### src/rtl/global_motion_vector_defines.svh
// Assertion macros shared by the global motion vector RTL.
// Depends on nothing; included by the top level only.
`ifndef GLOBAL_MOTION_VECTOR_DEFINES_SVH
`define GLOBAL_MOTION_VECTOR_DEFINES_SVH

// Same-cycle implication, checked at the rising clock edge outside reset.
`define GMV_ASSERT_IMPLY(lbl, clk, rst, ante, cons) \
   lbl: assert property (@(posedge clk) disable iff (rst) (ante) |-> (cons)) \
      else $error("global motion vector: same-cycle check failed");

// Next-cycle implication, checked at the rising clock edge outside reset.
`define GMV_ASSERT_NEXT(lbl, clk, rst, ante, cons) \
   lbl: assert property (@(posedge clk) disable iff (rst) (ante) |=> (cons)) \
      else $error("global motion vector: next-cycle check failed");

`endif

### src/rtl/gmv_pkg.sv
// Shared types, widths and codes for the global motion vector block.
// No dependencies; imported by every module of the block.
package gmv_pkg;

   // Defaults of the top-level parameters
   localparam int unsigned POSITION_MAX_DEF = 16383;
   localparam int unsigned BLOCK_MAX_DEF    = 128;

   // Fixed-point layout of the model parameters
   localparam int unsigned PREC_BITS   = 16;
   localparam int unsigned TRANS_SHIFT = PREC_BITS - 3;   // translation down to 1/8 pel
   localparam int unsigned SHIFT_HP    = PREC_BITS - 3;   // affine rounding, eighth pel
   localparam int unsigned SHIFT_QP    = PREC_BITS - 2;   // affine rounding, coarser modes
   localparam int unsigned BLK_SHIFT   = 2;               // 4x4 units to pixels

   // Field widths
   localparam int unsigned POS_W      = 14;
   localparam int unsigned SIZE_W     = 8;
   localparam int unsigned TRANS_W    = 24;
   localparam int unsigned MAT_W      = 18;
   localparam int unsigned COEF_W     = MAT_W + 1;
   localparam int unsigned COORD_W    = POS_W + BLK_SHIFT + 2;
   localparam int unsigned PROD_W     = COEF_W + COORD_W;
   localparam int unsigned SUM_W      = PROD_W + 2;
   localparam int unsigned RND_W      = SUM_W + 1;
   localparam int unsigned MAG_W      = RND_W - SHIFT_HP + 1;
   localparam int unsigned LOW_W      = MAG_W + 1;
   localparam int unsigned TSH_W      = TRANS_W - TRANS_SHIFT;
   localparam int unsigned VEC_W      = 24;
   localparam int unsigned CSR_IDX_W  = 3;
   localparam int unsigned CSR_DATA_W = 24;

   // Delay from accepted item to its result strobe, in clock cycles
   localparam int unsigned LATENCY = 7;

   localparam logic signed [COEF_W-1:0] COEF_ONE = COEF_W'(1 << PREC_BITS);

   // Precision modes; any code above integer pel behaves as integer pel
   localparam logic [1:0] PREC_EIGHTH  = 2'd0;
   localparam logic [1:0] PREC_QUARTER = 2'd1;
   localparam logic [1:0] PREC_INTEGER = 2'd2;

   typedef enum logic [1:0] {
      MODEL_IDENTITY,
      MODEL_TRANSLATION,
      MODEL_ROTZOOM,
      MODEL_AFFINE
   } gmv_model_type;

   typedef enum logic [CSR_IDX_W-1:0] {
      CSR_MODEL_TYPE,
      CSR_TRANSLATION_X,
      CSR_TRANSLATION_Y,
      CSR_MATRIX_XX,
      CSR_MATRIX_XY,
      CSR_MATRIX_YX,
      CSR_MATRIX_YY,
      CSR_PRECISION_MODE
   } gmv_csr_type;

   // Configuration as the datapath sees it; diagonal terms hold (m - 1.0)
   typedef struct packed {
      gmv_model_type             model;
      logic signed [TRANS_W-1:0] trans_x;
      logic signed [TRANS_W-1:0] trans_y;
      logic signed [COEF_W-1:0]  coef_xx;
      logic signed [COEF_W-1:0]  coef_xy;
      logic signed [COEF_W-1:0]  coef_yx;
      logic signed [COEF_W-1:0]  coef_yy;
      logic [1:0]                precision;
   } gmv_cfg_type;

   // Block centre in pixels, leaving the coordinate stage
   typedef struct packed {
      logic                      valid;
      logic                      invalid;
      logic signed [COORD_W-1:0] x;
      logic signed [COORD_W-1:0] y;
   } gmv_coord_type;

   // Affine sums at 16 fractional bits, leaving the affine stages
   typedef struct packed {
      logic                    valid;
      logic                    invalid;
      logic signed [SUM_W-1:0] cx;
      logic signed [SUM_W-1:0] cy;
   } gmv_sum_type;

endpackage

### src/rtl/gmv_coord.sv
// Coordinate stage: clamps position and size, forms the block centre.
// Depends on gmv_pkg.
module gmv_coord #(
   parameter int unsigned POSITION_MAX = gmv_pkg::POSITION_MAX_DEF,
   parameter int unsigned BLOCK_MAX    = gmv_pkg::BLOCK_MAX_DEF
) (
   input  logic                         clock,
   input  logic                         reset,
   input  logic                         accept,
   input  logic [gmv_pkg::POS_W-1:0]    block_row,
   input  logic [gmv_pkg::POS_W-1:0]    block_col,
   input  logic [gmv_pkg::SIZE_W-1:0]   width_pixels,
   input  logic [gmv_pkg::SIZE_W-1:0]   height_pixels,
   output gmv_pkg::gmv_coord_type       coord_out
);
   import gmv_pkg::*;

   localparam logic [16:0] POS_LIM  = 17'(POSITION_MAX);
   localparam logic [8:0]  SIZE_LIM = 9'(BLOCK_MAX);

   logic [POS_W-1:0]         row_sat;
   logic [POS_W-1:0]         col_sat;
   logic [SIZE_W-1:0]        w_sat;
   logic [SIZE_W-1:0]        h_sat;
   logic                     valid_ff;
   logic                     invalid_ff;
   logic                     invalid_in;
   logic signed [COORD_W-1:0] x_ff;
   logic signed [COORD_W-1:0] y_ff;
   logic signed [COORD_W-1:0] x_in;
   logic signed [COORD_W-1:0] y_in;

   // saturate position and size
   assign row_sat = (17'(block_row) > POS_LIM) ? POS_LIM[POS_W-1:0] : block_row;
   assign col_sat = (17'(block_col) > POS_LIM) ? POS_LIM[POS_W-1:0] : block_col;
   assign w_sat   = (9'(width_pixels) > SIZE_LIM) ? SIZE_LIM[SIZE_W-1:0] : width_pixels;
   assign h_sat   = (9'(height_pixels) > SIZE_LIM) ? SIZE_LIM[SIZE_W-1:0] : height_pixels;

   // centre pixel: pos*4 + size/2 - 1
   assign x_in = $signed({2'b00, col_sat, 2'b00})
               + $signed({{(COORD_W-SIZE_W+1){1'b0}}, w_sat[SIZE_W-1:1]})
               - COORD_W'(1);
   assign y_in = $signed({2'b00, row_sat, 2'b00})
               + $signed({{(COORD_W-SIZE_W+1){1'b0}}, h_sat[SIZE_W-1:1]})
               - COORD_W'(1);
   assign invalid_in = (width_pixels == '0) || (height_pixels == '0);

   always_ff @(posedge clock) begin
      if (reset) begin
         valid_ff <= 1'b0;
      end else begin
         valid_ff <= accept;
      end
   end

   always_ff @(posedge clock) begin
      invalid_ff <= invalid_in;
      x_ff       <= x_in;
      y_ff       <= y_in;
   end

   assign coord_out.valid   = valid_ff;
   assign coord_out.invalid = invalid_ff;
   assign coord_out.x       = x_ff;
   assign coord_out.y       = y_ff;

endmodule

### config.mk
export PLATFORM = sky130hd
export DESIGN_NAME = gmv_coord
export DESIGN_NICKNAME = d
export VERILOG_FILES = /design/src/rtl/global_motion_vector_defines.svh /design/src/rtl/gmv_pkg.sv /design/src/rtl/gmv_coord.sv
export SDC_FILE = /design/constraint.sdc
export NUM_CORES = 1
export LEC_CHECK = 0
export BUFFER_PORTS_ARGS = -buffer_cell sky130_fd_sc_hd__buf_2
export CAP_MARGIN = 20
export CELL_PAD_IN_SITES_DETAIL_PLACEMENT = 2
export CELL_PAD_IN_SITES_GLOBAL_PLACEMENT = 2
export CORE_ASPECT_RATIO = 1.75
export CORE_MARGIN = 5
export CORE_UTILIZATION = 29
export CTS_BUF_LIST = sky130_fd_sc_hd__clkbuf_16
export DETAILED_ROUTE_END_ITERATION = 8
export GPL_TIMING_DRIVEN = 0
export PLACE_DENSITY = 0.8
export SETUP_SLACK_MARGIN = 0.05
export SYNTH_ARGS = -nofsm -noshare
export SYNTH_HDL_FRONTEND = slang
export SYNTH_SLANG_ARGS = --single-unit
### constraint.sdc
create_clock -name clock -period 2.4 [get_ports clock]
set_input_delay 0.24 -clock clock [delete_from_list [all_inputs] [get_ports clock]]
set_output_delay 0.24 -clock clock [all_outputs]
set_load 0.02 [all_outputs]
# Word level (Yosys, flattened, before mapping)
# Index checks and enable logic that the tools add are counted.
# W data, S select, Z words.
[word_totals] reg_bits=38 input_bits=47 elab_cells=15
[op_classes] add_sub_neg=4 n_lt_le_gt_ge=2 muxes=2 n_reduce_logical=3
[ops] op="$sub A17 B1 Y18 const B" count=2
[ops] op="$add A16 B7 Y17" count=2
[ops] op="$gt A8 B8 Y1 const B" count=2
[ops] op="$logic_not A8 Y1" count=2
[ops] op="$mux W8" count=2
[ops] op="$logic_or A1 B1 Y1" count=1

# Longest topological paths before layout
[logic_depth] ltp_word=4 mapped_depth=11 mapped_depth_nobuf=11

# Worst setup path before layout
# No wires, ideal clock.
[synth_path] kind="input -> register" from="input height_pixels[7] (netlist bit)" to="register y_ff[12]" arrival_ns=2.082 required_ns=2.273 setup_slack_ns=0.190 cell_stages=11 n_path_buf=0 path_cell_list="inv_1 -> nand2_1 -> ha_1 -> inv_1 -> ha_1 -> a21o_1 -> a21oi_2 -> a21boi_2 -> a2111oi_4 -> nor3_1 -> xor2_1"
[synth_via] elab_chain_cells=4
[synth_lines] item="from (decl)" line_no="gmv_coord.sv:13" text="input logic [gmv_pkg::SIZE_W-1:0] height_pixels,"
[synth_lines] item="$gt A8 B8 Y1" line_no="gmv_coord.sv:37" text="assign h_sat = (9'(height_pixels) > SIZE_LIM) ? SIZE_LIM[SIZE_W-1:0] : height_pixels;"
[synth_lines] item="$mux W8 (*)" line_no="gmv_coord.sv:37"
[synth_lines] item="$add A16 B7 Y17 (*)" line_no="gmv_coord.sv:44" text="+ $signed({{(COORD_W-SIZE_W+1){1'b0}}, h_sat[SIZE_W-1:1]})"
[synth_lines] item="$sub A17 B1 Y18 (*)" line_no="gmv_coord.sv:45" text="- COORD_W'(1);"
[synth_lines] item="via y_in[12]" line_no="gmv_coord.sv:31" text="logic signed [COORD_W-1:0] y_in;"
[synth_lines] item="to (signal assigned)" line_no="gmv_coord.sv:59" text="y_ff <= y_in;"
[synth_lines] item="to (decl)" line_no="gmv_coord.sv:29" text="logic signed [COORD_W-1:0] y_ff;"
# The timed path passes the listed nets; every way through them passes the cells marked *.
# A chain may end at the register's enable or synchronous reset.

# Worst setup path after layout
[layout_path] from="input height_pixels[7] (netlist bit)" to="register y_ff[11]"
# Same word-level chain as after synthesis.

==> impl_metrics.toml <==
[sta]
setup_slack_ps = 208
fin_crit_ps = 2190
final-max-slew-violation-count = 0
rsz0062_at_grt = "true"
slew_headroom_pct = 73.2
max_freq_mhz = 456
final-hold-violation-count = 0
worst_pin_slew_ps = 399
setup_violations = 0
finalCritPeriodShare_pct = 91.4

[run]
maxCapViolCount = 0

[floorplan]
io_pins = 85
design.die.area_sq_um = 11300
fp.dieW_um = 82.4
core-area_sq_um = 9040
start_util_pct = 29.5
die_y_um = 137
row_count = 46

[grt]
grt_max_degree = 13
grt.overflow.total = 0
grt_usage_pct = 14.9
grt_pass1_vias = 2890
grt_pass1_wl_um = 13000
antenna_found_initial = 0

[route]
vias = 2528
drc = 0
drt-total-wl_um = 8040
final_antenna_net_count = 0
post_drt_wl_per_cell_um = 15.0
drt-vias-per-instance = 4.73
firstDrtPassIters = 4
dr.first_iter.drc_count = 35

[critical_path]
end_kind = "register"
crit_start = "height_pixels[7]"
path_class = "in -> reg"
cp.arrival_ps = 2350
cp_data_required_time_ps = 2560
critPathMaxFanout = 6
cp-start-kind = "input pin"

[clock_network]
cts_buffers = 5
cts_tree = "done"
cts_max_path_buffers = 2
h-tree-depth = 2
cts_root_buf = "clkbuf_16"
hold_buffers = 0
cts.sinks = 38
clk_pin_slew_ps = 60

[placement]
place_congestion = 0.765
dp_hpwl_um = 6910
port_buffers = 84
dpl_worst_slack_ps = -384
place_inst = 523

[synth]
async_flop_share_pct = 0
ys_top_cells_by_count = "inv_1 (59), ha_1 (42), dfxtp_1 (38), nand2_1 (27), a21oi_1 (26)"
synth_area_leader_cell = "dfxtp_1"
dominantRegCellSynth = "dfxtp_1"
synth_top_cell_area_share_pct = 28.6
ys.warnings.count = 0
syn_area_per_cell_sq_um = 8.35
synth.most_common_cell = "inv_1"
synth_cell_types = 42
seq_area_frac_synth_pct = 28.6
syn-cell-area_sq_um = 2660
synth_edf_count = 0
syn_nets = 410
synth_area_leaders = "dfxtp_1 (29%), ha_1 (20%), inv_1 (8.3%)"
ys_seq_elements = 38
syn_inst = 319

[layout]
final_cells = 535
finalNetCount = 505
n_antenna_cell = 0
layout-drive-gt1-share_pct = 27.5
area_growth_pct = 31.0

[power_and_ir_drop]
p_leak_nw = 1.82
ir_drop_v = 0.000346
powerDensity_nw_per_um2 = 755

[status]
status = "finished clean"

[min_path]
min_from = "reset"
hold_path.class = "in -> reg"
## cell type report
class	instances	area (sq um)
Timing Repair Buffer	88	450
Clock inverter	3	63.8
Fill cell	1074	5550
Clock buffer	5	125
Sequential cell	38	761
Multi-Input combinational cell	219	1700
Inverter	59	221
Buffer	3	20.0
Tap cell	120	150
## cells by family (layout without fill, tap and decap cells)
group,after synthesis,count (layout),synth area share (%)
fa+ha+maj,44,44,21.2
compound gates,77,77,20.3
flops,38,38,28.6
buf+inv,62,158,9.07
xor+xnor,25,25,8.22
simple gates,73,73,12.6
## metrics by stage
stage | power [mW] | TNS [ps] | hold WS, ps | utilization [%] | cell area (sq um)
after floorplan | 1.45 | 0 | 312 | - | 2660
after global placement | 1.73 | -1470 | 403 | 35.8 | 3230
after detailed placement | 1.77 | -2230 | 410 | 35.8 | 3230
after CTS | 2.66 | 0 | 119 | 38.1 | 3440
after global routing | 2.80 | 0 | 124 | 38.6 | 3490
final | 2.63 | 0 | 125 | 38.6 | 3490
## worst max-delay path, stage by stage
cell and delay (ps):
buf_2 120, inv_2 100, nand2_1 70, ha_1 270
inv_1 40, ha_1 390, a21oi_2 220, o211ai_1 130
a31oi_2 260, buf_4 150, buf_4 100, o21ai_0 90
xor2_1 170
## layout by cell type, fill, tap and decap left out, types with 2 or more instances in the layout
cell type  synthesis  final
nand2_1           27     27
a21oi_1           26     24
nor2_1            19     19
clkbuf_16          0      5
buf_2              1     85
inv_2              0      2
inv_1             59     57
ha_1              42     41
o21a_1             3      3
nand3_1            4      4
nor3b_1            2      2
nor3_1             3      3
a21oi_2            2      3
nand4_1            2      2
buf_4              2      6
o211ai_1           5      5
and3_1             2      2
nor2b_1            4      4
o21ai_0           13     13
xnor2_1           20     20
a21o_1            10     10
xor2_1             5      5
nor4_1             5      5
nand2b_1           3      3
o21ai_1            3      3
bufinv_16          0      2
dfxtp_1           38     38
## timing repair
item	CTS	global route
gates resized for setup	2	7
setup buffers	2	2
pin swaps	3	7
setup endpoints to repair	2	7
## flip-flops by register name (all words and copies together), names as in the netlist
signal	flops
invalid_ff	1
y_ff	18
x_ff	18
valid_ff	1
## metal layers
metal	GRT usage, %	routed length (um)	vias up
li1	-	-	1255
met1	13.6	2770	1200
met2	30.7	4690	64
met3	2.90	455	9
met4	4.62	116	0
met5	0	0	-
## worst paths after layout
check	end	cells past startpoint	slack [ps]
max	y_ff[11]	13	210
min	valid_ff	2	120
## where the power goes
part | internal [mW] | total (mW) | leakage, nW | switching [mW]
combinational | 0.381 | 0.969 | 1.41 | 0.589
sequential | 0.771 | 0.804 | 0.320 | 0.0329
clock | 0.592 | 0.859 | 0.0915 | 0.267
total | 1.74 | 2.63 | 1.82 | 0.888
Note: power is estimated with default switching activity, not from simulation.
