File: config.mk
export PLATFORM = sky130hd
export DESIGN_NAME = gmv_affine
export DESIGN_NICKNAME = d
export VERILOG_FILES = /design/src/rtl/global_motion_vector_defines.svh /design/src/rtl/gmv_pkg.sv /design/src/rtl/gmv_affine.sv
export SDC_FILE = /design/constraint.sdc
export NUM_CORES = 2
export LEC_CHECK = 0
export ABC_AREA = 1
export BUFFER_PORTS_ARGS = -buffer_cell sky130_fd_sc_hd__buf_2
export CAP_MARGIN = 20
export CELL_PAD_IN_SITES_DETAIL_PLACEMENT = 1
export CELL_PAD_IN_SITES_GLOBAL_PLACEMENT = 2
export CORE_UTILIZATION = 39
export CTS_CLUSTER_DIAMETER = 60
export DETAILED_ROUTE_END_ITERATION = 12
export PLACE_DENSITY_LB_ADDON = 0.1
export SLEW_MARGIN = 20
export SYNTH_ARGS = -nofsm -noshare
export SYNTH_HDL_FRONTEND = slang
export SYNTH_SLANG_ARGS = --single-unit
File: constraint.sdc
create_clock -name clock -period 6.9 [get_ports clock]
set_clock_uncertainty 0.05 [all_clocks]
set_input_delay 0.345 -clock clock [delete_from_list [all_inputs] [get_ports clock]]
set_output_delay 0.345 -clock clock [all_outputs]
set_load 0.05 [all_outputs]
File: src/rtl/global_motion_vector_defines.svh
// Assertion macros shared by the global motion vector RTL.
// Depends on nothing; included by the top level only.
`ifndef GLOBAL_MOTION_VECTOR_DEFINES_SVH
`define GLOBAL_MOTION_VECTOR_DEFINES_SVH

// Same-cycle implication, checked at the rising clock edge outside reset.
`define GMV_ASSERT_IMPLY(lbl, clk, rst, ante, cons) \
   lbl: assert property (@(posedge clk) disable iff (rst) (ante) |-> (cons)) \
      else $error("global motion vector: same-cycle check failed");

// Next-cycle implication, checked at the rising clock edge outside reset.
`define GMV_ASSERT_NEXT(lbl, clk, rst, ante, cons) \
   lbl: assert property (@(posedge clk) disable iff (rst) (ante) |=> (cons)) \
      else $error("global motion vector: next-cycle check failed");

`endif

File: src/rtl/gmv_pkg.sv
// Shared types, widths and codes for the global motion vector block.
// No dependencies; imported by every module of the block.
package gmv_pkg;

   // Defaults of the top-level parameters
   localparam int unsigned POSITION_MAX_DEF = 16383;
   localparam int unsigned BLOCK_MAX_DEF    = 128;

   // Fixed-point layout of the model parameters
   localparam int unsigned PREC_BITS   = 16;
   localparam int unsigned TRANS_SHIFT = PREC_BITS - 3;   // translation down to 1/8 pel
   localparam int unsigned SHIFT_HP    = PREC_BITS - 3;   // affine rounding, eighth pel
   localparam int unsigned SHIFT_QP    = PREC_BITS - 2;   // affine rounding, coarser modes
   localparam int unsigned BLK_SHIFT   = 2;               // 4x4 units to pixels

   // Field widths
   localparam int unsigned POS_W      = 14;
   localparam int unsigned SIZE_W     = 8;
   localparam int unsigned TRANS_W    = 24;
   localparam int unsigned MAT_W      = 18;
   localparam int unsigned COEF_W     = MAT_W + 1;
   localparam int unsigned COORD_W    = POS_W + BLK_SHIFT + 2;
   localparam int unsigned PROD_W     = COEF_W + COORD_W;
   localparam int unsigned SUM_W      = PROD_W + 2;
   localparam int unsigned RND_W      = SUM_W + 1;
   localparam int unsigned MAG_W      = RND_W - SHIFT_HP + 1;
   localparam int unsigned LOW_W      = MAG_W + 1;
   localparam int unsigned TSH_W      = TRANS_W - TRANS_SHIFT;
   localparam int unsigned VEC_W      = 24;
   localparam int unsigned CSR_IDX_W  = 3;
   localparam int unsigned CSR_DATA_W = 24;

   // Delay from accepted item to its result strobe, in clock cycles
   localparam int unsigned LATENCY = 7;

   localparam logic signed [COEF_W-1:0] COEF_ONE = COEF_W'(1 << PREC_BITS);

   // Precision modes; any code above integer pel behaves as integer pel
   localparam logic [1:0] PREC_EIGHTH  = 2'd0;
   localparam logic [1:0] PREC_QUARTER = 2'd1;
   localparam logic [1:0] PREC_INTEGER = 2'd2;

   typedef enum logic [1:0] {
      MODEL_IDENTITY,
      MODEL_TRANSLATION,
      MODEL_ROTZOOM,
      MODEL_AFFINE
   } gmv_model_type;

   typedef enum logic [CSR_IDX_W-1:0] {
      CSR_MODEL_TYPE,
      CSR_TRANSLATION_X,
      CSR_TRANSLATION_Y,
      CSR_MATRIX_XX,
      CSR_MATRIX_XY,
      CSR_MATRIX_YX,
      CSR_MATRIX_YY,
      CSR_PRECISION_MODE
   } gmv_csr_type;

   // Configuration as the datapath sees it; diagonal terms hold (m - 1.0)
   typedef struct packed {
      gmv_model_type             model;
      logic signed [TRANS_W-1:0] trans_x;
      logic signed [TRANS_W-1:0] trans_y;
      logic signed [COEF_W-1:0]  coef_xx;
      logic signed [COEF_W-1:0]  coef_xy;
      logic signed [COEF_W-1:0]  coef_yx;
      logic signed [COEF_W-1:0]  coef_yy;
      logic [1:0]                precision;
   } gmv_cfg_type;

   // Block centre in pixels, leaving the coordinate stage
   typedef struct packed {
      logic                      valid;
      logic                      invalid;
      logic signed [COORD_W-1:0] x;
      logic signed [COORD_W-1:0] y;
   } gmv_coord_type;

   // Affine sums at 16 fractional bits, leaving the affine stages
   typedef struct packed {
      logic                    valid;
      logic                    invalid;
      logic signed [SUM_W-1:0] cx;
      logic signed [SUM_W-1:0] cy;
   } gmv_sum_type;

endpackage

File: src/rtl/gmv_affine.sv
// Affine evaluation: four registered products, then the registered sums.
// Depends on gmv_pkg.
module gmv_affine (
   input  logic                   clock,
   input  logic                   reset,
   input  gmv_pkg::gmv_cfg_type   cfg,
   input  gmv_pkg::gmv_coord_type coord_in,
   output gmv_pkg::gmv_sum_type   sum_out
);
   import gmv_pkg::*;

   logic                     valid2_ff;
   logic                     invalid2_ff;
   logic signed [PROD_W-1:0] p_xx_ff, p_xy_ff, p_yx_ff, p_yy_ff;
   logic signed [PROD_W-1:0] p_xx_in, p_xy_in, p_yx_in, p_yy_in;
   logic                     valid3_ff;
   logic                     invalid3_ff;
   logic signed [SUM_W-1:0]  cx_ff, cy_ff;
   logic signed [SUM_W-1:0]  cx_in, cy_in;

   // products of the model matrix with the block centre
   assign p_xx_in = cfg.coef_xx * coord_in.x;
   assign p_xy_in = cfg.coef_xy * coord_in.y;
   assign p_yx_in = cfg.coef_yx * coord_in.x;
   assign p_yy_in = cfg.coef_yy * coord_in.y;

   // add the translation terms
   assign cx_in = SUM_W'(p_xx_ff) + SUM_W'(p_xy_ff) + SUM_W'(cfg.trans_x);
   assign cy_in = SUM_W'(p_yx_ff) + SUM_W'(p_yy_ff) + SUM_W'(cfg.trans_y);

   always_ff @(posedge clock) begin
      if (reset) begin
         valid2_ff <= 1'b0;
         valid3_ff <= 1'b0;
      end else begin
         valid2_ff <= coord_in.valid;
         valid3_ff <= valid2_ff;
      end
   end

   always_ff @(posedge clock) begin
      invalid2_ff <= coord_in.invalid;
      p_xx_ff     <= p_xx_in;
      p_xy_ff     <= p_xy_in;
      p_yx_ff     <= p_yx_in;
      p_yy_ff     <= p_yy_in;
      invalid3_ff <= invalid2_ff;
      cx_ff       <= cx_in;
      cy_ff       <= cy_in;
   end

   assign sum_out.valid   = valid3_ff;
   assign sum_out.invalid = invalid3_ff;
   assign sum_out.cx      = cx_ff;
   assign sum_out.cy      = cy_ff;

endmodule

# Yosys cells after proc, flatten, opt, wreduce, memory -nomap -nowiden
# Index checks and enable logic that the tools add are counted.
# op_classes
addsub,4
multipliers,4
# op_table
op,count
19-bit by 18-bit multiplier with 37-bit output,4
38-bit by 24-bit adder with 39-bit output,2
37-bit by 37-bit adder with 38-bit output,2
# word_totals
reg_bits,230
in_bits,168
output_inout_bits,80
wordCells,18

# Logic depth before layout (Yosys ltp)
# logic_depth
depth_word,2
depth_mapped,29

# Least setup slack after synthesis
# Ideal clock, no wire load.
# synth_path
path_kind,input port to flip-flop
startpoint,in coord_in[4] (netlist bit)
endpoint,reg p_xy_ff[28]
setup_time_ns,0.113
arrival_ns,5.555
slack_ns,1.182
path_stages,21
path_cell_list,clkbuf_1 -> clkbuf_1 -> nand2_1 -> fa_1 -> inv_1 -> fa_1 -> fa_1 -> fa_1 -> fa_1 -> inv_1 -> fa_1 -> inv_1 -> ha_1 -> nand2_2 -> nor2_4 -> inv_1 -> nor2_2 -> inv_1 -> or2_1 -> nand4_1 -> nand2_1
# synth_between
elab_chain_len,1
# synth_lines
item,line,text
start: declaration,gmv_affine.sv:7,"input gmv_pkg::gmv_coord_type coord_in,"
19-bit by 18-bit multiplier with 37-bit output,gmv_affine.sv:23,assign p_xy_in = cfg.coef_xy * coord_in.y;
via p_xy_in[28],gmv_affine.sv:15,"logic signed [PROD_W-1:0] p_xx_in, p_xy_in, p_yx_in, p_yy_in;"
end signal: assignment,gmv_affine.sv:44,p_xy_ff <= p_xy_in;
end: declaration,gmv_affine.sv:14,"logic signed [PROD_W-1:0] p_xx_ff, p_xy_ff, p_yx_ff, p_yy_ff;"
# The timed path passes the listed nets, and every way through them passes these cells.
# A chain may end at the register's enable or synchronous reset.

# Worst setup path after layout
# layout_path
startpoint,in coord_in[3] (netlist bit)
endpoint,reg p_yy_ff[34]
# layout_between
elab_chain_len,1
# layout_lines
item,line,text
19-bit by 18-bit multiplier with 37-bit output,gmv_affine.sv:25,assign p_yy_in = cfg.coef_yy * coord_in.y;
via p_yy_in[34],gmv_affine.sv:15,
end signal: assignment,gmv_affine.sv:46,p_yy_ff <= p_yy_in;
end: declaration,gmv_affine.sv:14,
# The timed path passes the listed nets, and every way through them passes these cells.

==> results.toml <==
[run_status]
outcome = "finished clean"

[floorplanning]
die_h_um = 415.7
start_util = 0.3934
dieWidth_um = 415.7
die_area_um2 = 172800
fp-row-count = 151
core-area_um2 = 169700
io_pins = 248

[clock_network]
cts-root-buf = "clkbuf_16"
ctsHtreeMaxLevel = 2
clock_latency_ns = 0.57
cts.sinks = 230
numCtsBuffers = 38
cts_tree = "done"
path_clk_slew_ns = 0.06
cts.path.max_buffers = 3
post_cts_buffers = 0

[setup_path]
path_class = "in2reg"
cp-start-kind = "primary input"
endpoint_kind = "flop"
r2r_end = "cx_ff[29]"
reg2reg_depth = 16
crit_slowest_cell = "fa_1"
path_cells = "buf_2 -> nand2_1 -> fa_1 -> inv_1 -> fa_1 -> fa_1 -> fa_1 -> fa_1 -> inv_1 -> fa_1 -> inv_1 -> ha_1 -> nand2_1 -> nor2_1 -> nand2_1 -> nor2_1 -> nor2_1 -> nand3_1 -> nand2_1"
crit_family = "adder cells"
path_max_fanout = 21
worst_path_most_repeated_cell = "fa_1"
ff2ff_setup_slack_ns = 3.36
reg2reg_from = "p_xx_ff[0]"
timing.critical_path.arrival_ns = 6.36
max_stage_delay_ns = 0.91
critPathRequiredTime_ns = 7.31
critical_path_buf_inv_count = 4

[route]
drtIter0Drc = 2001
vias = 52941
ant_nets = 0
wirelength_um = 205200
wire_per_inst_um = 18.30
via_per_inst = 4.722
drc = 0
firstDrtPassIters = 6

[synthesis]
synth-main-ff-cell = "dfxtp_1"
avgSynthCellArea_um2 = 7.499
ys_top_cells_by_area = "fa_1 44%, inv_1 15%, nand2_1 14%"
synthCells = 8900
synth_cell_types = 36
synth_area_um2 = 66740
yosysSeqAreaShare = 0.06899
yosysWarnings = 0
ys_async_sr_fraction = 0
synth_top_area_frac = 0.4367
synth-edff-count = 0
synth_nets = 10978
synth_seq_cells = 230
synth_top_cell_by_area = "fa_1"

[run]
cap_violations = 0

[finish]
fillers = 21183
nNetsFinal = 11039
layout.cells.non_filler = 11211
drive_above_1_share = 0.05584
final_util = 0.4217
syn_to_final_growth_pct = 7.192

[timing]
fin_crit_sh = 0.8620
setup_viol = 0
totalNegativeSetupSlack_ns = 0
fin_ws_ns = 0.9521
rsz0062_at_grt = "false"
min_period_ns = 5.948
max_slew_margin = 0.2733
max_freq_mhz = 168.1
report.final.slew_viol_count = 0
tightest_slew_ns = 1.090
hold_viol = 0

[place]
pre_cts_ws_ns = 0.4884
io_buffers = 243
gp_congestion = 0.8742
placed_cells = 11136
dpl.hpwl_um = 179500

[global_routing]
track_usage = 0.2467
top_usage_layer = "met2"
gr-total-overflow = 0
antenna_found_initial = 9
grt_pass1_vias = 60135
grt_max_degree = 39
use_met3 = 0.01691
use_met2 = 0.4472
met1_usage = 0.3238
grt_pass1_wl_um = 334500

[min_path]
worstHoldStart = "cfg[79]"
holdPathStages = 3
hp-class = "in2reg"
holdPathEnd = "cy_ff[1]"
-- per-layer routing --
| layer | up-vias | part of all wire |
|---|---|---|
| met5 | - | 0 |
| met4 | 0 | 0.019 |
| met3 | 191 | 0.024 |
| met2 | 701 | 0.51 |
| met1 | 27058 | 0.45 |
| li1 | 24991 | - |
-- stage by stage --
| step | instance area, um^2 | hold WS (ns) |
|---|---|---|
| after detailed placement | 70170 | 0.2657 |
| after global routing | 71540 | 0.1314 |
| final | 71540 | 0.1331 |
| after CTS | 71530 | 0.09862 |
| after floorplan | 66740 | 0.2596 |
| after global placement | 70170 | 0.2644 |
-- kinds of logic (layout without fill, tap and decap cells) --
family,Yosys count,in the layout,synth area share
other,0,3,0
XOR/XNOR,123,123,0.01614
adder cells (fa/ha/maj),1910,1910,0.5219
buffers and inverters,3062,3152,0.1723
AND/OR/NAND/NOR,3262,3262,0.1951
flip-flops,230,230,0.06899
AO/OA/AOI/OAI,313,313,0.02561
-- what timing repair did --
action,4_1_cts,5_1_grt
endpoints found under the hold margin,3,0
resized for setup,0,0
hold buffers,3,0
-- placed cells by master, fill, tap and decap left out, types with 5 or more instances in the layout --
cell / netlist / layout
a21oi_1: 187 / 187
nor2_4: 5 / 5
nand3b_1: 9 / 9
a21o_1: 6 / 6
nand2_2: 38 / 38
nand3_1: 173 / 173
nor2_2: 22 / 22
buf_4: 2 / 72
o21a_1: 6 / 6
inv_1: 2754 / 2753
inv_2: 10 / 10
xnor2_1: 23 / 23
o21bai_1: 34 / 34
xor2_1: 100 / 100
or2_2: 18 / 18
fa_1: 1456 / 1456
dfxtp_1: 230 / 230
nand2_1: 2547 / 2547
nor2_1: 349 / 349
clkinv_4: 0 / 8
inv_6: 0 / 7
ha_1: 454 / 454
nand3_2: 5 / 5
nand4_1: 50 / 50
nor3_2: 12 / 12
nor3_1: 24 / 24
clkbuf_16: 0 / 41
o21ai_0: 71 / 71
buf_2: 0 / 243
-- cells in the mapped netlist, types with 12 or more instances --
master,number
a21oi_1,187
buf_1,42
clkbuf_1,254
dfxtp_1,230
fa_1,1456
ha_1,454
inv_1,2754
nand2_1,2547
nand2_2,38
nand3_1,173
nand4_1,50
nor2_1,349
nor2_2,22
nor3_1,24
nor3_2,12
o21ai_0,71
o21bai_1,34
or2_2,18
xnor2_1,23
xor2_1,100
-- worst max path at each step --
| stage | start | to | slack [ns] | cells past startpoint |
|---|---|---|---|---|
| 6_report | coord_in[3] | p_yy_ff[34] | 0.95 | 19 |
| 5_1_grt | coord_in[3] | p_xy_ff[31] | 0.67 | 19 |
| 4_1_cts | coord_in[3] | p_yy_ff[34] | 1.08 | 19 |
| 3_5_place_dp | coord_in[3] | p_xy_ff[31] | 0.49 | 19 |
| 3_3_place_gp | coord_in[3] | p_xy_ff[31] | 0.53 | 19 |
| 2_1_floorplan | coord_in[4] | p_xy_ff[28] | 1.18 | 21 |
-- tightest hold or removal path: stages --
cell and delay (ns):
buf_2 0.09, fa_1 0.16, ha_1 0.11
-- cell type report --
class	instances	area, um^2	share of cell area
Clock buffer	44	1057	0.01478
Multi-Input combinational cell	5608	50630	0.7078
Tap cell	2218	2775	0.03879
Antenna cell	3	7.507	0.0001049
Sequential cell	230	4604	0.06436
Inverter	2764	10380	0.1450
Clock inverter	25	279.0	0.003900
Timing Repair Buffer	319	1807	0.02525
-- sequential cells by signal, indices dropped and copies added (netlist names) --
name         count
valid2_ff        1
cx_ff           39
p_yx_ff         37
p_xx_ff         37
invalid2_ff      1
p_xy_ff         37
valid3_ff        1
invalid3_ff      1
p_yy_ff         37
cy_ff           39
Power is not shown: default switching activity piles up to over one toggle a cycle in this logic, so the estimate is an artifact.
