$ cat src/rtl/global_motion_vector_defines.svh
// Assertion macros shared by the global motion vector RTL.
// Depends on nothing; included by the top level only.
`ifndef GLOBAL_MOTION_VECTOR_DEFINES_SVH
`define GLOBAL_MOTION_VECTOR_DEFINES_SVH

// Same-cycle implication, checked at the rising clock edge outside reset.
`define GMV_ASSERT_IMPLY(lbl, clk, rst, ante, cons) \
   lbl: assert property (@(posedge clk) disable iff (rst) (ante) |-> (cons)) \
      else $error("global motion vector: same-cycle check failed");

// Next-cycle implication, checked at the rising clock edge outside reset.
`define GMV_ASSERT_NEXT(lbl, clk, rst, ante, cons) \
   lbl: assert property (@(posedge clk) disable iff (rst) (ante) |=> (cons)) \
      else $error("global motion vector: next-cycle check failed");

`endif

$ cat src/rtl/gmv_pkg.sv
// Shared types, widths and codes for the global motion vector block.
// No dependencies; imported by every module of the block.
package gmv_pkg;

   // Defaults of the top-level parameters
   localparam int unsigned POSITION_MAX_DEF = 16383;
   localparam int unsigned BLOCK_MAX_DEF    = 128;

   // Fixed-point layout of the model parameters
   localparam int unsigned PREC_BITS   = 16;
   localparam int unsigned TRANS_SHIFT = PREC_BITS - 3;   // translation down to 1/8 pel
   localparam int unsigned SHIFT_HP    = PREC_BITS - 3;   // affine rounding, eighth pel
   localparam int unsigned SHIFT_QP    = PREC_BITS - 2;   // affine rounding, coarser modes
   localparam int unsigned BLK_SHIFT   = 2;               // 4x4 units to pixels

   // Field widths
   localparam int unsigned POS_W      = 14;
   localparam int unsigned SIZE_W     = 8;
   localparam int unsigned TRANS_W    = 24;
   localparam int unsigned MAT_W      = 18;
   localparam int unsigned COEF_W     = MAT_W + 1;
   localparam int unsigned COORD_W    = POS_W + BLK_SHIFT + 2;
   localparam int unsigned PROD_W     = COEF_W + COORD_W;
   localparam int unsigned SUM_W      = PROD_W + 2;
   localparam int unsigned RND_W      = SUM_W + 1;
   localparam int unsigned MAG_W      = RND_W - SHIFT_HP + 1;
   localparam int unsigned LOW_W      = MAG_W + 1;
   localparam int unsigned TSH_W      = TRANS_W - TRANS_SHIFT;
   localparam int unsigned VEC_W      = 24;
   localparam int unsigned CSR_IDX_W  = 3;
   localparam int unsigned CSR_DATA_W = 24;

   // Delay from accepted item to its result strobe, in clock cycles
   localparam int unsigned LATENCY = 7;

   localparam logic signed [COEF_W-1:0] COEF_ONE = COEF_W'(1 << PREC_BITS);

   // Precision modes; any code above integer pel behaves as integer pel
   localparam logic [1:0] PREC_EIGHTH  = 2'd0;
   localparam logic [1:0] PREC_QUARTER = 2'd1;
   localparam logic [1:0] PREC_INTEGER = 2'd2;

   typedef enum logic [1:0] {
      MODEL_IDENTITY,
      MODEL_TRANSLATION,
      MODEL_ROTZOOM,
      MODEL_AFFINE
   } gmv_model_type;

   typedef enum logic [CSR_IDX_W-1:0] {
      CSR_MODEL_TYPE,
      CSR_TRANSLATION_X,
      CSR_TRANSLATION_Y,
      CSR_MATRIX_XX,
      CSR_MATRIX_XY,
      CSR_MATRIX_YX,
      CSR_MATRIX_YY,
      CSR_PRECISION_MODE
   } gmv_csr_type;

   // Configuration as the datapath sees it; diagonal terms hold (m - 1.0)
   typedef struct packed {
      gmv_model_type             model;
      logic signed [TRANS_W-1:0] trans_x;
      logic signed [TRANS_W-1:0] trans_y;
      logic signed [COEF_W-1:0]  coef_xx;
      logic signed [COEF_W-1:0]  coef_xy;
      logic signed [COEF_W-1:0]  coef_yx;
      logic signed [COEF_W-1:0]  coef_yy;
      logic [1:0]                precision;
   } gmv_cfg_type;

   // Block centre in pixels, leaving the coordinate stage
   typedef struct packed {
      logic                      valid;
      logic                      invalid;
      logic signed [COORD_W-1:0] x;
      logic signed [COORD_W-1:0] y;
   } gmv_coord_type;

   // Affine sums at 16 fractional bits, leaving the affine stages
   typedef struct packed {
      logic                    valid;
      logic                    invalid;
      logic signed [SUM_W-1:0] cx;
      logic signed [SUM_W-1:0] cy;
   } gmv_sum_type;

endpackage

$ cat src/rtl/gmv_round.sv
// Output stages: sign/magnitude split, rounding, precision lowering, saturation.
// Depends on gmv_pkg. Lane 0 is the row component, lane 1 the column.
module gmv_round (
   input  logic                       clock,
   input  logic                       reset,
   input  gmv_pkg::gmv_cfg_type       cfg,
   input  gmv_pkg::gmv_sum_type       sum_in,
   output logic                       rsp_valid,
   output logic                       rsp_invalid,
   output logic [gmv_pkg::VEC_W-1:0]  rsp_vector_row,
   output logic [gmv_pkg::VEC_W-1:0]  rsp_vector_col
);
   import gmv_pkg::*;

   localparam logic [LOW_W-1:0] POS_LIMIT = LOW_W'((1 << (VEC_W - 1)) - 1);
   localparam logic [LOW_W-1:0] NEG_LIMIT = LOW_W'(1 << (VEC_W - 1));

   logic                     is_affine;
   logic                     is_trans;
   logic                     hp;
   logic                     to_integer;
   logic signed [SUM_W-1:0]  src [2];
   logic signed [TSH_W-1:0]  tsh [2];
   logic signed [SUM_W-1:0]  pick [2];
   logic                     neg4_in [2];
   logic [SUM_W-1:0]         mag4_in [2];
   logic                     valid4_ff, invalid4_ff, affine4_ff;
   logic                     neg4_ff [2];
   logic [SUM_W-1:0]         mag4_ff [2];
   logic [RND_W-1:0]         rnd [2];
   logic [MAG_W-1:0]         m5_in [2];
   logic                     valid5_ff, invalid5_ff;
   logic                     neg5_ff [2];
   logic [MAG_W-1:0]         m5_ff [2];
   logic [LOW_W-1:0]         up3 [2];
   logic [LOW_W-1:0]         m6_in [2];
   logic                     valid6_ff, invalid6_ff;
   logic                     neg6_ff [2];
   logic [LOW_W-1:0]         m6_ff [2];
   logic [VEC_W-1:0]         vec_in [2];
   logic                     rsp_valid_ff, rsp_invalid_ff;
   logic [VEC_W-1:0]         vec_ff [2];

   assign is_affine  = (cfg.model == MODEL_ROTZOOM) || (cfg.model == MODEL_AFFINE);
   assign is_trans   = (cfg.model == MODEL_TRANSLATION);
   assign hp         = (cfg.precision == PREC_EIGHTH);
   assign to_integer = (cfg.precision >= PREC_INTEGER);

   // row takes the y sum and translation_x, column the x sum and translation_y
   assign src[0] = sum_in.cy;
   assign src[1] = sum_in.cx;
   assign tsh[0] = TSH_W'(cfg.trans_x >>> TRANS_SHIFT);
   assign tsh[1] = TSH_W'(cfg.trans_y >>> TRANS_SHIFT);

   // stage 4: pick the source value and split sign and magnitude
   always_comb begin
      for (int i = 0; i < 2; i++) begin
         if (sum_in.invalid) begin
            pick[i] = '0;
         end else if (is_affine) begin
            pick[i] = src[i];
         end else if (is_trans) begin
            pick[i] = SUM_W'(tsh[i]);
         end else begin
            pick[i] = '0;
         end
         neg4_in[i] = pick[i][SUM_W-1];
         mag4_in[i] = neg4_in[i] ? -pick[i] : pick[i];
      end
   end

   // stage 5: for affine models, round half away from zero, doubled in the coarser modes; others pass
   always_comb begin
      for (int i = 0; i < 2; i++) begin
         rnd[i] = RND_W'(mag4_ff[i])
                + (hp ? RND_W'(1 << (SHIFT_HP - 1)) : RND_W'(1 << (SHIFT_QP - 1)));
         if (!affine4_ff) begin
            m5_in[i] = MAG_W'(mag4_ff[i]);
         end else if (hp) begin
            m5_in[i] = MAG_W'(rnd[i][RND_W-1:SHIFT_HP]);
         end else begin
            m5_in[i] = MAG_W'({rnd[i][RND_W-1:SHIFT_QP], 1'b0});
         end
      end
   end

   // stage 6: lower the precision on the magnitude
   always_comb begin
      for (int i = 0; i < 2; i++) begin
         up3[i] = LOW_W'(m5_ff[i]) + LOW_W'(3);
         if (hp) begin
            m6_in[i] = LOW_W'(m5_ff[i]);
         end else if (to_integer) begin
            m6_in[i] = {up3[i][LOW_W-1:3], 3'b000};
         end else begin
            m6_in[i] = {1'b0, m5_ff[i][MAG_W-1:1], 1'b0};
         end
      end
   end

   // output stage: saturate to 24 bits and restore the sign
   always_comb begin
      for (int i = 0; i < 2; i++) begin
         if (neg6_ff[i]) begin
            vec_in[i] = (m6_ff[i] >= NEG_LIMIT) ? NEG_LIMIT[VEC_W-1:0]
                                                : -m6_ff[i][VEC_W-1:0];
         end else begin
            vec_in[i] = (m6_ff[i] > POS_LIMIT) ? POS_LIMIT[VEC_W-1:0]
                                               : m6_ff[i][VEC_W-1:0];
         end
      end
   end

   always_ff @(posedge clock) begin
      if (reset) begin
         valid4_ff    <= 1'b0;
         valid5_ff    <= 1'b0;
         valid6_ff    <= 1'b0;
         rsp_valid_ff <= 1'b0;
      end else begin
         valid4_ff    <= sum_in.valid;
         valid5_ff    <= valid4_ff;
         valid6_ff    <= valid5_ff;
         rsp_valid_ff <= valid6_ff;
      end
   end

   always_ff @(posedge clock) begin
      invalid4_ff    <= sum_in.invalid;
      affine4_ff     <= is_affine;
      invalid5_ff    <= invalid4_ff;
      invalid6_ff    <= invalid5_ff;
      rsp_invalid_ff <= invalid6_ff;
      for (int i = 0; i < 2; i++) begin
         neg4_ff[i] <= neg4_in[i];
         mag4_ff[i] <= mag4_in[i];
         neg5_ff[i] <= neg4_ff[i];
         m5_ff[i]   <= m5_in[i];
         neg6_ff[i] <= neg5_ff[i];
         m6_ff[i]   <= m6_in[i];
         vec_ff[i]  <= vec_in[i];
      end
   end

   assign rsp_valid      = rsp_valid_ff;
   assign rsp_invalid    = rsp_invalid_ff;
   assign rsp_vector_row = vec_ff[0];
   assign rsp_vector_col = vec_ff[1];

endmodule
$ cat config.mk
export PLATFORM = sky130hd
export DESIGN_NAME = gmv_round
export DESIGN_NICKNAME = d
export VERILOG_FILES = /design/src/rtl/global_motion_vector_defines.svh /design/src/rtl/gmv_pkg.sv /design/src/rtl/gmv_round.sv
export SDC_FILE = /design/constraint.sdc
export NUM_CORES = 1
export LEC_CHECK = 0
export BUFFER_PORTS_ARGS = -buffer_cell sky130_fd_sc_hd__buf_2
export CAP_MARGIN = 20
export CORE_ASPECT_RATIO = 0.5
export CORE_MARGIN = 4
export CORE_UTILIZATION = 55
export CTS_CLUSTER_DIAMETER = 40
export DETAILED_ROUTE_END_ITERATION = 8
export HOLD_SLACK_MARGIN = 0.06
export PLACE_DENSITY = 0.9
export SLEW_MARGIN = 15
export SYNTH_ARGS = -nofsm -noshare
export SYNTH_HDL_FRONTEND = slang
export SYNTH_SLANG_ARGS = --single-unit
export TNS_END_PERCENT = 50
$ cat constraint.sdc
create_clock -name clock -period 3.79 [get_ports clock]
set_input_delay 0.5685 -clock clock [delete_from_list [all_inputs] [get_ports clock]]
set_output_delay 0.5685 -clock clock [all_outputs]
set_load 0.03 [all_outputs]
======== After elaboration in Yosys (flattened, before gate mapping) ========
Memory sizes are Yosys's and may differ from the RTL's.
Index checks and enable logic that the tools add are counted.
storage, ports and cells
  register bits after elaboration ......... 9
  latch bits .............................. 0
  bits in writable memories ............... 246
  ROM bits ................................ 0
  input bits .............................. 210
  output and inout bits ................... 50
  memories ................................ 7
cells by class
  add/sub/neg operators ................... 8
  $mul .................................... 0
  div/mod/pow operators ................... 0
  $lt $le $gt $ge ......................... 5
  eq/ne operators ......................... 3
  shift-type cells ........................ 0
  muxes and demuxes ....................... 23
  bitwise gates (word level) .............. 0
  reductions and logical operators ........ 2
memories
  memory           words  bits a word  rd ports  clocked after Yosys merged registers in  wr ports  RTL line         text
  mag4_ff          2      39           2         0                                        2         gmv_round.sv:29  logic [SUM_W-1:0] mag4_ff [2];
  m6_ff            2      29           2         0                                        2         gmv_round.sv:39  logic [LOW_W-1:0] m6_ff [2];
  m5_ff            2      28           2         0                                        2         gmv_round.sv:34  logic [MAG_W-1:0] m5_ff [2];
  vec_ff           2      24           2         0                                        2         gmv_round.sv:42  logic [VEC_W-1:0] vec_ff [2];
  neg4_ff          2      1            2         0                                        2         gmv_round.sv:28  logic neg4_ff [2];
  neg5_ff          2      1            2         0                                        2         gmv_round.sv:33  logic neg5_ff [2];
  1 more memories  --     --           --        --                                       --        --
operators by type and width
  cell                                                             number
  two-way mux 39 bit                                               8
  two-way mux 24 bit                                               6
  two-way mux 29 bit                                               4
  adder 39 x 14 -> 40 bit                                          2
  negator 39 bit                                                   2
  adder 28 x 2 -> 29 bit, second input constant                    2
  >= comparator 29 x 24 -> 1 bit, second input constant            2
  greater-than comparator 29 x 23 -> 1 bit, second input constant  2
  two-way mux 28 bit                                               2
  negator 24 bit                                                   2
  two-way mux 14 bit                                               1
  equality test 2 bit, second input constant                       2
  equality test 2 x 1 -> 1 bit, second input constant              1
  >= comparator 2 bit, second input constant                       1
  zero test 2 bit                                                  1
  two-way mux 1 bit                                                2
  logical OR 1 bit                                                 1

======== Depth between registers and ports, before layout ========
Gate-level depths: netlist of the first run.
  word-level depth ........................ 6
  mapped depth ............................ 13
  depth with buffers taken out ............ 10

======== Worst setup path before layout of the first run ========
No wires, ideal clock.
  path kind ............................... input port to flip-flop
  start ................................... input port cfg[127] (netlist name)
  end ..................................... memory mag4_ff[0][71] (netlist name)
  data arrival time ....................... 2.710 ns
  path slack .............................. 0.960 ns
  stages .................................. 13
  path buffers ............................ 3
  path through ............................ buf_6 -> buf_2 -> buf_2 -> nand2_1 -> a21oi_1 -> inv_1 -> ha_1 -> inv_1 -> a221o_1 -> nor4_4 -> nand4_1 -> o21ai_0 -> mux2_2
RTL lines
  what                RTL line         text
  start: declaration  gmv_round.sv:6   input gmv_pkg::gmv_cfg_type cfg,
  end: declaration    gmv_round.sv:29

==> summary.md, run 1 <==
| Metric | Value |
|---|---|
| Status | finished, final reports clean |
| Syn Area/Cell | 8.24 µm² |
| Post-synth top area share | 40.8% |
| Clock buffer depth | 3 |
| Met3 Use GR | 5.48% |
| FMAX | between 0.3 and 0.4 GHz |
| Bufs and invs on worst path | 1 |
| Via count | around 12000 |
| GR Util All Layers | 26.1% |
| Maxcap violations | 0 |
| Critical Path RT | between 4 and 5 ns |
| DRC errors left | 0 |
| NumNets Final | around 1900 |
| Die Span Y | 115 µm |
| CTS Buf Count | 25 |
| Grt met1 use | 39.2% |
| Peak VDD IR | 0.000275 V |
| Slowest CP cell | a32oi_1 |
| Setup TNS | 0 ns |
| Final period util | approximately three quarters |
| Root buffer cell | clkbuf_16 |
| Synth Register Bits | 255 |
| CTS Hold Bufs | 0 |
| Worst r2r dst | m5_ff[0][48] |
| Detailed placement HPWL | 25000 µm |
| Remaining antenna violation count | 0 |
| First-pass GRT wire length | 55200 µm |
| Slew Limit Fails | 0 |
| LEAKAGE | ~5.5 nW |
| Clock slew at reported path FFs | 0.07 ns |
| Commonest non-fill, non-tap cell in the layout | dfxtp_1 |
| Final-layout fill cell count | 1709 |
| Power density over the cells | ~480 nW/µm² |
| Hold path depth | 2 |
| Setup crit end kind | flip-flop |
| Hold Path Class | input port to flip-flop |
| CP Launch Type | input port |
| Crit-path cells | buf_2 -> nor2_2 -> a32oi_1 -> and4_1 -> nand4_2 -> o31a_1 -> o32ai_1 |
| Normalized max-slew margin | 49.8% |
| Sequential fraction of the synthesis area | 40.8% |
| Clk Latency, worst-skew pair | 0.53 ns |
| Critical path fanouts, max | 15 |
| Actual slew at the worst max-slew pin | between 0.7 and 0.8 ns |
| Net Count, Synth | 1739 |
| Router iterations before antenna repair | 6 |
| Post-Syn Area | 12500 µm² |
| Register Area | 5110 µm² |
| Number of port buffers | about 160 |
| Vias per cell | approximately 6 |
| Row count | 38 |
| Share of layout cells above drive strength 1 | 14.6% |
| R2r setup slk | 1.21 ns |
| Largest net degree at the start of global routing | 61 |
| 1st-iter DRT viols | 1594 |
| Commonest cells after routing, fill and taps aside | 254 x dfxtp_1, 159 x nand2_1, 158 x a21oi_1, 157 x buf_2, 148 x nor2_1 |
| Yosys top cell by area | dfxtp_1 |
| Die width | 221 µm |
| CP Class | input port to flip-flop |
| Number of synthesized flops with an enable pin | 0 |
| Vias in the first global route | 10500 |
| Syn. warnings | 0 |
| Area contributors post-synth | dfxtp_1 41%, a21oi_1 6.3%, xnor2_1 5.4% |
| Met2 Track Usage GR | 39.2% |
| GPL Wtd Cong | 0.971 |
| Initial antenna violation count | 0 |
| Detailed-route wire length per cell | 17.6 µm |
| Delay of the slowest critical-path stage | 0.65 ns |
| Synth async-reset ratio | 0% |
| Unrepaired setup endpoints after global routing | false |
| Gr ovfl total | 0 |
| Post-CTS Setup Bufs | 0 |
| Post-synth cell types | about 80 |
| Final setup vio count | 0 |
| Grt peak-use layer | met1 |
| Area occupied by multi-input gates | 6950 µm² |
| Crit path from | sum_in[78] |
| Core ar. | 22000 µm² |
| Hold Path End | rsp_valid |
| Synth Flop Type | dfxtp_1 |
| Worst clock skew | 0.0162 ns |
| R2r startpoint | mag4_ff[0][52] |
| Post_cts resized | 0 |
| Die ar. | 25400 µm² |
| Post-synthesis cell count | 1519 |
| H-tree depth | 1 |
| I/O pin total | 260 |
| Hold_sp | reset |
| Initial Util | around 57% |
| CTS tree | done |
| Min Tclk post-route | 2.82 ns |
| Worst path top cell family by delay | compound AO/OA/AOI/OAI gates |
| WL final | 34700 µm |
| Area Growth Syn to Fin | 14.4% |
| R2r worst-path depth | 7 |
| Clk sinks | 255 |
| Endpoints failing hold | 0 |
| Tot Pwr | 6.82 mW |
| Worst EP arrival | 3.20 ns |
## power breakdown
| group | switching [mW] | total (mW) | internal (mW) |
|---|---|---|---|
| Clock | 1.06 | 2.39 | 1.33 |
| Sequential | 0.255 | 3.23 | 2.98 |
| Combinational | 0.766 | 1.19 | 0.428 |
| Total | 2.08 | 6.82 | 4.74 |
## logic make-up after synthesis
group | after synthesis | synth area share, %
fa+ha+maj | 10 | 1.12
mux | 16 | 1.31
buf+inv | 112 | 3.76
flops | 255 | 40.8
xor+xnor | 135 | 9.44
simple gates | 644 | 26.5
compound gates | 347 | 17.1
## per-layer routing
layer / part of all wire (%) / up-vias / wire, µm
met5: 0 / - / 0
met4: 1.8 / 0 / 628
met3: 11 / 70 / 3690
met2: 41 / 730 / 14200
met1: 47 / 5297 / 16200
li1: - / 5670 / -
## how the worst max path moves through the flow
stage / to / slack [ns] / cells after the start
2_1_floorplan: mag4_ff[0][71] / 0.96 / 13
3_3_place_gp: mag4_ff[0][65] / 0.62 / 11
3_5_place_dp: mag4_ff[0][63] / 0.59 / 11
4_1_cts: mag4_ff[0][63] / 1.10 / 11
5_1_grt: mag4_ff[0][69] / 0.86 / 11
6_report: mag4_ff[0][24] / 0.97 / 7
## metrics by stage
| step | cell area (µm²) | hold slack, ns | worst slack, ns | util, % | cells |
|---|---|---|---|---|---|
| final | 14300 | 0.255 | 0.971 | 65.1 | 1968 |
| after detailed placement | 13500 | 0.314 | 0.595 | 61.4 | 1924 |
| after floorplan | 12500 | 0.310 | 0.960 | - | 1519 |
| after global placement | 13500 | 0.312 | 0.621 | 61.4 | 1924 |
| after global routing | 14300 | 0.240 | 0.856 | 65.0 | 1967 |
| after CTS | 14300 | 0.235 | 1.10 | 65.0 | 1967 |
## worst register-to-register path: stages, from the launching register on
cell and delay [ns]:
dfxtp_1 0.35, ha_1 0.29, nor4bb_1 0.52, o211ai_1 0.18, nor4_1 0.64, nand2_1 0.15
xor2_1 0.17, a21oi_1 0.21
## cells in the mapped netlist (4+ instances only)
cell type and count:
o31ai_1 10, nor3b_1 4, nor2b_1 26, and3_1 33, nand3_1 65, o21a_1 14, nand4_1 38, or2_2 8
ha_1 8, o311ai_0 5, clkbuf_1 54, dfxtp_1 255, a31oi_1 6, or3_1 12, o41ai_1 8, nand2_1 159
buf_6 5, a21oi_1 158, a32oi_1 8, a211oi_1 6, o22ai_1 5, o21ai_0 63, nand2b_1 27, xor2_1 58
nor3_1 31, inv_1 39, o22a_1 5, o32ai_1 8, buf_2 10, a32o_1 8, xnor2_1 77, and4_1 8
o211ai_1 4, nor4_1 25, a21o_1 10, nor2_1 148, nand3b_1 12, and2_1 11, mux2i_1 13, nand4b_1 4
or4_1 14
## flip-flops by register name (all words and copies together) (netlist names), 2 cells and up
signal	count
vec_ff	48
neg4_ff	2
neg6_ff	2
m5_ff	56
neg5_ff	2
m6_ff	58
mag4_ff	78
## layout make-up
type,instances,area share (%)
antenna,1,0.0175
clock buffer,31,4.88
clock inverter,12,0.778
inverter,41,1.07
multi-input combinational,1152,48.5
sequential,255,35.7
tap,300,2.62
timing repair buffer,176,6.48
Note: power is estimated with default switching activity, not from simulation.
==> run 2: changes to the inputs <==
--- a/config.mk
+++ b/config.mk
@@ -5,15 +5,16 @@
 export SDC_FILE = /design/constraint.sdc
 export NUM_CORES = 1
 export LEC_CHECK = 0
+export ABC_AREA = 1
 export BUFFER_PORTS_ARGS = -buffer_cell sky130_fd_sc_hd__buf_2
 export CAP_MARGIN = 20
 export CORE_ASPECT_RATIO = 0.5
 export CORE_MARGIN = 4
-export CORE_UTILIZATION = 55
+export CORE_UTILIZATION = 51
 export CTS_CLUSTER_DIAMETER = 40
 export DETAILED_ROUTE_END_ITERATION = 8
 export HOLD_SLACK_MARGIN = 0.06
-export PLACE_DENSITY = 0.9
+export PLACE_DENSITY = 0.87
 export SLEW_MARGIN = 15
 export SYNTH_ARGS = -nofsm -noshare
 export SYNTH_HDL_FRONTEND = slang
==> constraint.sdc (replaced) <==
create_clock -name clock -period 2.3 [get_ports clock]
set_input_delay 0.345 -clock clock [delete_from_list [all_inputs] [get_ports clock]]
set_output_delay 0.345 -clock clock [all_outputs]
set_load 0.03 [all_outputs]
==> summary.md, run 2 <==
| Metric | Value |
|---|---|
| Worst EP arrival | 2.50 ns (-0.70 ns) |
| Initial Util | 52.0% (-4.9 points) |
| Most common cell in the netlist | nand2_1 |
| Layout Cells excl Fill | 2652 (+35%) |
| Actual slew at the worst max-slew pin | 0.602 ns (-0.152 ns) |
| Largest net degree at the start of global routing | 65 (+6.6%) |
| Synth Flop Type | dfxtp_1 |
| Via count | 14000 (+19%) |
| Final Util | 61.0% (-4.0 points) |
| Die Span Y | 124 µm (+8.3%) |
| Register Area | 5110 µm² (unchanged) |
| LEAKAGE | 7.81 nW (+41%) |
| Syn. warnings | 0 (unchanged) |
| Final period util | 92.2% |
| Post-synth cell types | 47 (-41%) |
| CTS Buf Count | 26 (+4.0%) |
| GPL Wtd Cong | 0.974 (+0.29%) |
| DRC errors left | 0 (unchanged) |
| Largest Register | mag4_ff |
| Post-CTS Setup Bufs | 0 (unchanged) |
| Sequential fraction of the synthesis area | 37.1% (-3.7 points) |
| Setup crit end kind | flip-flop |
| Peak VDD IR | 0.000458 V (+67%) |
| Row count | 42 (+11%) |
| Fin area | 16200 µm² (+13%) |
| First-pass GRT wire length | 61700 µm (+12%) |
| Clock slew at reported path FFs | 0.06 ns (about the same) |
| Initial antenna violation count | 0 (unchanged) |
| Post-Place Worst Slack | 0.0113 ns (-0.583 ns) |
| Top flop regs | mag4_ff: 78 flops, m6_ff: 58 flops, m5_ff: 56 flops |
| Endpoints failing hold | 0 (unchanged) |
| R2r startpoint | mag4_ff[0][12] |
| Post-DP Area | 15300 µm² (+13%) |
| Max FFs per register | 78 (unchanged) |
| Post-synthesis cell count | 2090 (+38%) |
| Placed insts | 2603 (+35%) |
| Final-layout fill cell count | 2463 (+44%) |
| Syn Area/Cell | 6.59 µm² (-20%) |
| Detailed-route wire length per cell | 14.7 µm (-17%) |
| Synth async-reset ratio | 0% (unchanged) |
| FMAX | 0.471 GHz |
| Post-synth top area share | 37.1% (-3.7 points) |
| Core ar. | 26500 µm² (+20%) |
| Commonest non-fill, non-tap cell in the layout | nand2_1 |
| Min Tclk post-route | ~2.1 ns |
| Final setup margin | 0.178 ns (-0.793 ns) |
| H-tree depth | 1 (unchanged) |
| Area occupied by multi-input gates | 7530 µm² (+8.5%) |
| CP Class | input port to flip-flop |
| Setup TNS | 0 ns (unchanged) |
| Vias per cell | 5.27 (-12%) |
| Most frequent cells after synthesis | 628 x nand2_1, 255 x dfxtp_1, 240 x nor2_1, 235 x inv_1, 173 x nand3_1 |
| Final setup vio count | 0 (unchanged) |
| Net Count, Synth | 2310 (+33%) |
| Remaining antenna violation count | 0 (unchanged) |
| Clk Latency, worst-skew pair | 0.55 ns (+0.02 ns) |
| Cell Int Power | 8.31 mW (+75%) |
| Hold_sp | cfg[127] |
| Maxcap violations | 0 (unchanged) |
| Status | finished, final reports clean |
| Psw | 4.27 mW (+110%) |
| Vias in the first global route | 12300 (+18%) |
| 1st-iter DRT viols | 1623 (+1.8%) |
| Clock buffer depth | 3 (unchanged) |
| Share of layout cells above drive strength 1 | 13.6% (-0.97 points) |
| Crit path from | sum_in[78] |
| Synth Register Bits | 255 (unchanged) |
| Root buffer cell | clkbuf_16 |
| Slew Limit Fails | 0 (unchanged) |
| CP Launch Type | input port |
| Router iterations before antenna repair | 6 (unchanged) |
| Area Growth Syn to Fin | 17.4% |
| Detailed placement HPWL | 31100 µm (+24%) |
| Post-Syn Area | 13800 µm² (+10%) |
| Yosys top cell by area | dfxtp_1 |
| Gr ovfl total | 0 (unchanged) |
| Hold Path Class | input port to flip-flop |
| Power density over the cells | 778 nW/µm² (+63%) |
| Number of port buffers | 157 (unchanged) |
| NumNets Final | 2502 (+34%) |
| Die ar. | 29800 µm² (+18%) |
| Combinational power share | 23.0% (+5.5 points) |
| Worst clock skew | 0.0349 ns (+0.0187 ns) |
| Critical path fanouts, max | 22 (+7) |
| Hold Worst Slack | 0.131 ns (-0.124 ns) |
| Clock Power Share | 32.6% (-2.4 points) |
| WL final | 38900 µm (+12%) |
| Number of synthesized flops with an enable pin | 0 (unchanged) |
| Clk sinks | 255 (unchanged) |
| Die width | 240 µm (+8.6%) |
| I/O pin total | 260 (unchanged) |
| Commonest cells after routing, fill and taps aside | 627 x nand2_1, 254 x dfxtp_1, 237 x nor2_1, 235 x inv_1, 172 x nand3_1 |
| Sw frac | 33.9% (+3.4 points) |
| CTS tree | done |
| Sequential power share | 44.4% (-3.0 points) |
| Critical Path RT | 2.68 ns (-1.49 ns) |
| Diodes inserted | 0 (-1) |
| Tot Pwr | 12.6 mW (+84%) |
| Area contributors post-synth | dfxtp_1 37%, nand2_1 17%, nor2_1 6.5% |
| GR Util All Layers | 25.3% (-0.84 points) |
| Normalized max-slew margin | 59.9% (+10 points) |
run 2: cell type report:
type | count | area share [%]
well taps | 352 | 2.72
repair buffers | 218 | 8.22
inverters | 240 | 5.57
flip-flops and latches | 255 | 31.6
clock inverters | 14 | 0.813
clock buffers | 32 | 4.47
multi-input cells | 1541 | 46.6
run 2: worst paths after layout:
| kind | cells after the start | slack, ns | to |
|---|---|---|---|
| max | 14 | 0.18 | mag4_ff[0][35] |
| min | 2 | 0.13 | affine4_ff |
| max reg2reg | 11 | 0.23 | m5_ff[0][21] |
| min reg2reg | 0 | 0.30 | neg5_ff[0][0] |
run 2: critical path, stage by stage:
cell,delay [ns]
dlygate4sd3_1,0.53
clkbuf_4,0.20
inv_2,0.08
buf_4,0.21
nand2_1,0.19
nand2_1,0.14
inv_1,0.08
nand2_1,0.05
nor2_1,0.11
nand3_1,0.11
nand2_2,0.19
nand3_1,0.10
nand2_1,0.07
nand2_1,0.11
run 2: what timing repair did:
action,4_1_cts,5_1_grt
gates resized for setup,0,7
hold buffers,3,0
setup endpoints to repair,0,13
hold endpoints to repair,5,0
run 2: kinds of logic (layout without fill, tap and decap cells):
| family | Yosys count | count (layout) | synth area share [%] |
|---|---|---|---|
| flops | 255 | 255 | 37.1 |
| buf+inv | 294 | 504 | 8.39 |
| xor+xnor | 113 | 113 | 7.19 |
| compound gates | 184 | 184 | 7.77 |
| fa+ha+maj | 10 | 10 | 1.02 |
| simple gates | 1234 | 1234 | 38.6 |
run 2: power by group through the flow:
stage / combinational [mW] / sequential [mW] / clock [mW]
2_1_floorplan: 1.64 / 5.85 / 0
3_3_place_gp: 2.78 / 5.65 / 0
3_5_place_dp: 2.83 / 5.67 / 0
4_1_cts: 2.85 / 5.57 / 4.17
5_1_grt: 3.21 / 5.67 / 4.35
6_report: 2.89 / 5.59 / 4.09
run 2: per-layer routing:
layer | up-vias | global-route usage [%] | share of wire [%]
met2 | 639 | 38.6 | 41
met1 | 6173 | 37.8 | 48
met4 | 0 | 4.90 | 1.6
met5 | - | 0 | 0
li1 | 7097 | - | -
met3 | 58 | 4.36 | 9.4
